--- config.mk ---
export PLATFORM = sky130hd
export DESIGN_NAME = cnmd_queue
export DESIGN_NICKNAME = d
export VERILOG_FILES = /design/src/design/cnmd_pkg.sv /design/src/design/cnmd_queue.sv
export SDC_FILE = /design/constraint.sdc
export NUM_CORES = 1
export LEC_CHECK = 0
export ABC_AREA = 1
export CAP_MARGIN = 20
export CORE_ASPECT_RATIO = 0.9
export CORE_MARGIN = 2
export CORE_UTILIZATION = 50
export CTS_CLUSTER_SIZE = 24
export DETAILED_ROUTE_END_ITERATION = 10
export DONT_BUFFER_PORTS = 1
export SETUP_SLACK_MARGIN = 0.05
export SKIP_LAST_GASP = 1
export SYNTH_ARGS = -nofsm -noshare
export SYNTH_HDL_FRONTEND = slang
export SYNTH_SLANG_ARGS = --single-unit
--- constraint.sdc ---
create_clock -name aclk -period 23.5 [get_ports aclk]
set_clock_uncertainty 0.15 [all_clocks]
set_input_delay 3.525 -clock aclk [delete_from_list [all_inputs] [get_ports aclk]]
set_output_delay 3.525 -clock aclk [all_outputs]
set_load 0.02 [all_outputs]
--- src/design/cnmd_pkg.sv ---
// ----------------------------------------------------------------------------
// cnmd_pkg: shared types and constants for the cellular noise distance unit
// Holds the point record passed from the front to the back and the hash
// constants of the feature point generator.
// ----------------------------------------------------------------------------
`timescale 1ns / 1ps
`default_nettype none

package cnmd_pkg;

    // Scale factor fraction bits and feature point offset fraction bits.
    localparam int SCALE_FRAC = 16;
    localparam int OFS_FRAC   = 30;

    // Hash constants.
    localparam logic [31:0] HASH_MUL_X   = 32'd1619;
    localparam logic [31:0] HASH_MUL_Y   = 32'd31337;
    localparam logic [31:0] HASH_MUL_Z   = 32'd6971;
    localparam logic [31:0] HASH_MUL_S   = 32'd1013;
    localparam logic [31:0] HASH_MUL_SQ  = 32'd60493;
    localparam logic [31:0] HASH_ADD_SQ  = 32'd19990303;
    localparam logic [31:0] HASH_ADD_OUT = 32'd1376312589;
    localparam logic [31:0] HASH_MASK    = 32'h7fff_ffff;

    // Configuration register indexes.
    localparam logic REG_SCALE = 1'b0;
    localparam logic REG_SEED  = 1'b1;

    // Depth of the point queue between front and back.
    localparam int QUEUE_DEPTH = 4;

    // One scaled point and its base cell, per axis x, y, z.
    typedef struct packed {
        logic [2:0][31:0] s;
        logic [2:0][31:0] b;
    } point_t;

    // Scaled coordinate from the unsigned product of magnitudes.
    function automatic logic [31:0] scale_sat(input logic [63:0] prod, input logic neg);
        logic [48:0] t;
        logic [31:0] q;
        if (neg) begin
            t = 49'((prod + 64'((1 << SCALE_FRAC) - 1)) >> SCALE_FRAC);
            if (t > 49'h0_8000_0000) q = 32'h8000_0000;
            else q = 32'(-t);
        end else begin
            t = 49'(prod >> SCALE_FRAC);
            if (t > 49'h0_7fff_ffff) q = 32'h7fff_ffff;
            else q = t[31:0];
        end
        return q;
    endfunction

endpackage

`default_nettype wire

--- src/design/cnmd_queue.sv ---
// ----------------------------------------------------------------------------
// cnmd_queue: point queue between front and back
// A small first-in first-out buffer of scaled points.
// ----------------------------------------------------------------------------
`timescale 1ns / 1ps
`default_nettype none

module cnmd_queue
    import cnmd_pkg::*;
(
    input  wire logic aclk,
    input  wire logic aresetn,
    input  wire logic wr_valid,
    output logic      wr_ready,
    input  point_t    wr_point,
    output logic      rd_valid,
    input  wire logic rd_pop,
    output point_t    rd_point
);

    localparam int PW = $clog2(QUEUE_DEPTH);

    point_t        mem [QUEUE_DEPTH];
    logic [PW-1:0] wp_reg, rp_reg;
    logic [PW:0]   cnt_reg;
    logic          push, pop;

    assign wr_ready = (cnt_reg != (PW+1)'(QUEUE_DEPTH));
    assign rd_valid = (cnt_reg != '0);
    assign push     = wr_valid && wr_ready;
    assign pop      = rd_pop && rd_valid;
    assign rd_point = mem[rp_reg];

    // Pointers and fill count.
    always_ff @(posedge aclk) begin
        if (!aresetn) begin
            wp_reg  <= '0;
            rp_reg  <= '0;
            cnt_reg <= '0;
        end else begin
            if (push) wp_reg <= wp_reg + 1'b1;
            if (pop) rp_reg <= rp_reg + 1'b1;
            cnt_reg <= cnt_reg + (PW+1)'(push) - (PW+1)'(pop);
        end
    end

    // Storage.
    always_ff @(posedge aclk) begin
        if (push) mem[wp_reg] <= wr_point;
    end

endmodule

`default_nettype wire

# [Word level (Yosys, flattened, before mapping)]
# Memory sizes are Yosys's and may differ from the RTL's. A register that Yosys moved wholly into a read port is not among the register bits.
# Index checks and enable logic that the tools add are counted.
[word_totals] reg_bits=7 latchBits=0 mem_bits_rw=768 rom_bits=0 output_inout_bits=194 memories=1
[op_classes] add_sub_neg=4 mul=0 div=0 order_cmp=0 eq_ne=1 n_shift=0 n_mux=4 bitwise=0 n_reduce_logical=3
[memory_table] name="mem" depth=4 width=192 rd=1 rd_clocked_by_memory_dff=1 write_ports=1 line="cnmd_queue.sv:23" text="point_t mem [QUEUE_DEPTH];"
[ops] operator="adder 2 x 1 -> 2 bit, second input constant" count=2
[ops] operator="2-to-1 mux 2 bit" count=2
[ops] operator="adder 3 x 1 -> 3 bit" count=1
[ops] operator="inequality test 3 bit, second input constant" count=1
[ops] operator="nonzero test 3 bit" count=1
[ops] operator="subtractor 3 x 1 -> 3 bit" count=1
[ops] operator="logical AND 1 bit" count=2
[ops] operator="2-to-1 mux 1 bit" count=2

# [Logic depth before layout (Yosys ltp)]
# Gate-level depths: netlist (run 1).
[depth] ltp_word=4 mapped_depth=10 depth_no_buf=10

# [Worst setup path before layout (run 1)]
# Ideal clock, no wire load.
[synth_timing] path_type="in2reg" startpoint="in wr_valid" endpoint="mem mem[0][0] (netlist name), enable pin" arrival_ns=11.615 slack_ns=10.986 path_stages=2 path_cell_list="nand2_1 > nor2_1"
[synth_via] elab_chain_cells=3
[synth_lines] item="start, declared" line="cnmd_queue.sv:13" text="input wire logic wr_valid,"
[synth_lines] item="logical AND 1 bit" line="cnmd_queue.sv:30" text="assign push = wr_valid && wr_ready;"
[synth_lines] item="2-to-1 mux 1 bit" line="cnmd_queue.sv:49" text="if (push) mem[wp_reg] <= wr_point;"
[synth_lines] item="2-to-1 mux 1 bit (implied by the code)" line="cnmd_queue.sv:49"
[synth_lines] item="end, declared" line="cnmd_queue.sv:23"
# No other way between the ends.

==> results of run 1 <==
[synth_stat cells (2+ instances only)]
| master | instances |
|---|---|
| a21boi_0 | 2 |
| buf_8 | 3 |
| buf_4 | 9 |
| o22ai_1 | 192 |
| dfxtp_1 | 9 |
| o21ai_0 | 269 |
| buf_6 | 32 |
| nand3_1 | 3 |
| nand2_1 | 13 |
| clkbuf_1 | 58 |
| clkbuf_2 | 3 |
| buf_2 | 21 |
| a21oi_1 | 4 |
| o21ai_1 | 116 |
| edfxtp_1 | 768 |
| inv_1 | 15 |
| ha_1 | 6 |
| nor2_1 | 396 |
[per-layer routing]
metal,vias up,share of wire (%)
li1,7238,-
met1,7850,40
met2,508,47
met3,119,9.7
met4,0,3.3
met5,-,0
[critical path, delay by kind of cell (launching register included)]
family / cells / cell delay, ns
AO/OA/AOI/OAI: 2 / 0.64
buffers and inverters: 3 / 2.16
flip-flops: 1 / 0.53
[path summary, 6_finish.rpt]
kind         slack (ns)  cells past startpoint       endpoint  startpoint
max               15.46                      5  rd_point[183]        flop
min                0.33                      2      rp_reg[0]   rp_reg[0]
max reg2reg       19.25                      6     mem[3][70]  cnt_reg[1]
min reg2reg        0.33                      2      rp_reg[0]   rp_reg[0]
[stage by stage]
step,setup WS (ns),power (uW),utilization [%],std cells,hold WS [ns]
2_1_floorplan,10.99,2408,-,1922,0.2981
3_3_place_gp,16.27,2508,51.27,2580,0.3165
3_5_place_dp,16.15,2522,51.27,2580,0.3259
4_1_cts,15.47,3694,55.54,2723,0.3411
5_1_grt,15.15,3808,55.59,2724,0.3741
6_report,15.46,3654,55.59,2725,0.3349
[placed cells by master, fill, tap and decap left out, drive strengths merged]
cell / synthesis / layout
diode: 0 / 1
o22ai: 192 / 192
clkinv: 0 / 35
nand3: 3 / 3
clkbuf: 61 / 100
edfxtp: 768 / 768
a21boi: 2 / 2
clkinvlp: 0 / 3
fa: 1 / 1
dfxtp: 9 / 9
o21ai: 385 / 385
a21oi: 4 / 4
buf: 66 / 21
nand2: 13 / 13
bufinv: 0 / 4
inv: 16 / 17
ha: 6 / 6
nor2: 396 / 396
[where the power goes]
part	switching (uW)	internal, uW
Combinational	614	137
Sequential	42.9	1690
Clock	504	668
Total	1160	2490
[logic make-up (layout without fill, tap and decap cells)]
| group | after synthesis | after routing | share of synthesized area (%) |
|---|---|---|---|
| AO/OA/AOI/OAI | 583 | 583 | 10.93 |
| adder cells (fa/ha/maj) | 7 | 7 | 0.3285 |
| buffers and inverters | 143 | 180 | 3.103 |
| flip-flops | 777 | 777 | 80.29 |
| other | 0 | 1 | 0 |
| AND/OR/NAND/NOR | 412 | 412 | 5.355 |
[cell type report]
| type | instances | area [um^2] |
|---|---|---|
| Antenna cell | 1 | 2.502 |
| Multi-Input combinational cell | 1002 | 4838 |
| Inverter | 16 | 77.57 |
| Sequential cell | 777 | 23250 |
| Timing Repair Buffer | 21 | 190.2 |
| Clock inverter | 43 | 380.4 |
| Tap cell | 765 | 957.2 |
| Clock buffer | 100 | 2056 |
| Fill cell | 4537 | 25370 |
==> impl_metrics.tcl, run 1 <==
set metrics [dict create \
    grt-ovfl-total 0 \
    post-route-period-util_pct 34.20 \
    gp_congestion 0.8151 \
    cts_tree "yes" \
    grt_start_max_net_pins 224 \
    cellLeakagePower_uw 0.01014 \
    cts_resized 0 \
    synth_area_leader_cell "edfxtp_1" \
    largest_reg_flops 768 \
    busiest_layer "met2" \
    design_area_um2 31750 \
    wl_mm 62.41 \
    avgSynthCellArea_um2 15.06 \
    grt_use_met2_pct 31.89 \
    clockBufferDepth 3 \
    die_h_um 232.3 \
    clkSinkCount 777 \
    crit_chain "clkinv_8 -> buf_4 -> buf_4 -> o21ai_0 -> o22ai_1" \
    ys_seq_area_share_pct 80.29 \
    ys_ff_latch 777 \
    worstPathArrival_ns 4.36 \
    tightest_slew_ns 1.160 \
    yosysWarnings 0 \
    hold_path_class "flop to flop" \
    min_period_ns 8.036 \
    ys_types 21 \
    cp.required_ns 19.83 \
    critPathMaxFanout 223 \
    cts_buffers 77 \
    syn_area_um2 28950 \
    slowest_stage "buf_4" \
    ios 390 \
    ctsHoldBuffers 0 \
    use_met3_pct 7.979 \
    die-area_um2 59840 \
    crit_path_end_kind "output port" \
    start_util_pct 50.68 \
    fp.dieW_um 257.6 \
    syn_nets 2125 \
    max_stage_delay_ns 0.82 \
    max-slew-margin-rel_pct 22.67 \
    synthDominantCellAreaShare_pct 79.66 \
    run_status "complete, no violations" \
    power_density_nw_per_um2 115.1 \
    ir_worst_vdd_mv 0.08651 \
    use_met1_pct 25.96 \
    critPathKind "flop to output port" \
    cp-start-kind "flop" \
    drive_gt1_share_pct 6.738 \
    cts_root_buf "clkbuf_16" \
    routed_via_density 5.767 \
    final_hold_viol_count 0 \
    core_area_um2 57120 \
    synth.top_cells.by_area "edfxtp_1 80%, nor2_1 5.1%, o21ai_0 4.7%" \
    grt_usage_pct 20.43 \
    crit_top_cell "buf_4" \
    drt_iter0_drc 1172 \
    portBuffers 0 \
    setup_tns_ns 0 \
    synth-edff-count 768 \
    fmax_mhz 124.4 \
    drt-pass1-iter-count 5 \
    netlist_instances 1922 \
    nets 2098 \
    async_flop_share_pct 0 \
    drcViolationCount 0 \
    grt_pass1_wl_mm 92.65 \
    synth-main-ff-cell "edfxtp_1" \
    vias 15720 \
    clkLatencyLatePin_ns 0.61 \
    antenna_left 0 \
    grt_pass1_vias 14870 \
    rsz0062_at_grt "false" \
    syn_to_final_growth_pct 9.681 \
    drv_slew 0 \
    cts.clk_slew.worst_paths_ns 0.06 \
    htreeDepth 3 \
    cts_setup_buffers 0 \
    place.detailed.hpwl_mm 34.34 \
    finalSetupViolCount 0 \
    wl_per_cell_um 22.90 \
    cap_violations 0 \
    rows 83 \
    antenna_found_initial 0 \
    place_area_um2 29290 \
]
Power figures use the tool's default switching activity.
==> run 2, diff against run 1 <==
PLACE_DENSITY = 0.68   (was default)
clock period = 7.3 ns   (was 23.5 ns; I/O delays follow)
==> run 2 against run 1 <==
  * Critical path type unchanged
  * Die area stayed put
  * Wire length down 2.0%
  * Non-clock buffer count rose by 1
  * Cell count shrank 0.22%
  * First-iteration DRC count up 10%
  * Largest cell class unchanged
  * Largest power group unchanged
==> impl_metrics.tcl, run 2 (same netlist as run 1, synthesis figures left out) <==
set metrics [dict create \
    rr_endpoint "mem[1][94]" \
    nets 2099 \
    power_frac_comb_pct 20.8 \
    grt-ovfl-total 0 \
    ir_worst_vdd_mv 0.3083 \
    largest_reg_flops 768 \
    p_switching_uw 3695 \
    finalSetupViolCount 0 \
    fp.dieW_um 257.6 \
    drcViolationCount 0 \
    grt_pass1_vias 15310 \
    drt_iter0_drc 1291 \
    crit_buf_inv 2 \
    p_int_uw 8063 \
    rsz0062_at_grt "false" \
    wl_mm 61.14 \
    fin_cells 2719 \
    crit_path_end_kind "output port" \
    cp-endpoint "rd_point[153]" \
    p_seq_share_pct 47.2 \
    cts_tree "yes" \
    r2r_cells 6 \
    final_common_cell "edfxtp_1" \
    clockBufferDepth 3 \
    grt_start_max_net_pins 222 \
    ctsHoldBuffers 0 \
    hold_path_startpoint "rp_reg[0]" \
    crit_chain "buf_12 -> buf_4 -> o21ai_0 -> o22ai_1" \
    cp.required_ns 6.05 \
    critPathMaxFanout 190 \
    run_status "complete, no violations" \
    cts_setup_buffers 0 \
    dp_cells 2582 \
    utilization_pct 55.58 \
    core_area_um2 57120 \
    clkPwrFrac_pct 32.0 \
    max_stage_delay_ns 0.90 \
    rows 83 \
    grt_pass1_wl_mm 90.55 \
    ios 390 \
    start_util_pct 50.68 \
    portBuffers 0 \
    cellLeakagePower_uw 0.01014 \
    whs_ns 0.3394 \
    antenna_left 0 \
    rrSetupSlack_ns 3.79 \
    tightest_slew_ns 1.053 \
    wl_per_cell_um 22.49 \
    cts_resized 0 \
    clkLatencyLatePin_ns 0.60 \
    power.total_uw 11760 \
    insertedDiodeCount 0 \
    antenna_found_initial 0 \
    vias 15880 \
    drv_slew 0 \
    drive_gt1_share_pct 6.909 \
    path_depth 4 \
    die-area_um2 59840 \
    place.detailed.hpwl_mm 34.10 \
    p_sw_share_pct 31.43 \
    cts_buffers 77 \
    power_density_nw_per_um2 370.4 \
    min_period_ns 4.742 \
    die_h_um 232.3 \
    r2r_start "cnt_reg[1]" \
    slowest_stage "buf_4" \
    final_hold_viol_count 0 \
    htreeDepth 3 \
    cts.clk_slew.worst_paths_ns 0.06 \
    routed_via_density 5.839 \
    clkSinkCount 777 \
    grt_usage_pct 19.87 \
    syn_to_final_growth_pct 9.668 \
    fmax_mhz 210.9 \
    layout_common_cells "768 x edfxtp_1, 392 x nor2_1, 269 x o21ai_0" \
    drt-pass1-iter-count 5 \
    gp_congestion 0.7743 \
    cap_violations 0 \
    worstPathArrival_ns 3.50 \
    cp-start-kind "flop" \
    cts_root_buf "clkbuf_16" \
    hold_path_class "flop to flop" \
    max-slew-margin-rel_pct 29.81 \
    cp_top_family "buffers and inverters" \
    post-route-period-util_pct 64.95 \
    critPathKind "flop to output port" \
]
## run 2: changes by cell type in the layout (fill, tap and decap cells not counted), sizes merged, moves of 2 or more
cell / delta
clkinv: -7
clkbuf: -4
bufinv: +2
inv: +2
## run 2: worst min path at each step
stage / slack (ns) / depth (start not counted) / endpoint
floorplan: 0.30 / 2 / flop
global placement: 0.31 / 2 / rp_reg[0]
detailed placement: 0.33 / 2 / rp_reg[0]
CTS: 0.35 / 2 / rp_reg[0]
global route: 0.39 / 0 / mem[0][67]
finish: 0.34 / 2 / rp_reg[0]
## run 2: area by class of cell
cell class,count,area (um^2)
Sequential cell,777,23250
Timing Repair Buffer,22,202.7
Fill cell,4395,25370
Multi-Input combinational cell,1002,4838
Clock buffer,96,2019
Clock inverter,41,400.4
Inverter,16,80.08
Tap cell,765,957.2
## run 2: tightest hold or removal path, stage by stage, from the launching register on
cell and delay [ns]:
dfxtp_1 0.33, a21oi_1 0.05, nor2_1 0.07
## run 2: power by group through the flow
stage	Sequential (uW)	Combinational, uW	Clock (uW)
finish	5550	2440	3760
global route	5590	2640	3990
CTS	5550	2470	3840
detailed placement	5650	2460	0
global placement	5630	2420	0
floorplan	5750	2000	0
## run 2: stage by stage
stage	setup TNS [ns]	area, um^2	worst slack, ns
floorplan	-2137.80	28950	-2.784
global placement	0	29330	3.351
detailed placement	0	29330	3.286
CTS	0	31750	2.601
global route	0	31750	2.382
finish	0	31750	2.558
## run 2: per-layer routing
layer | track usage, % | share of wire [%]
met1 | 24.30 | 38
met2 | 32.05 | 48
met3 | 8.372 | 11
met4 | 6.521 | 2.6
met5 | 0 | 0
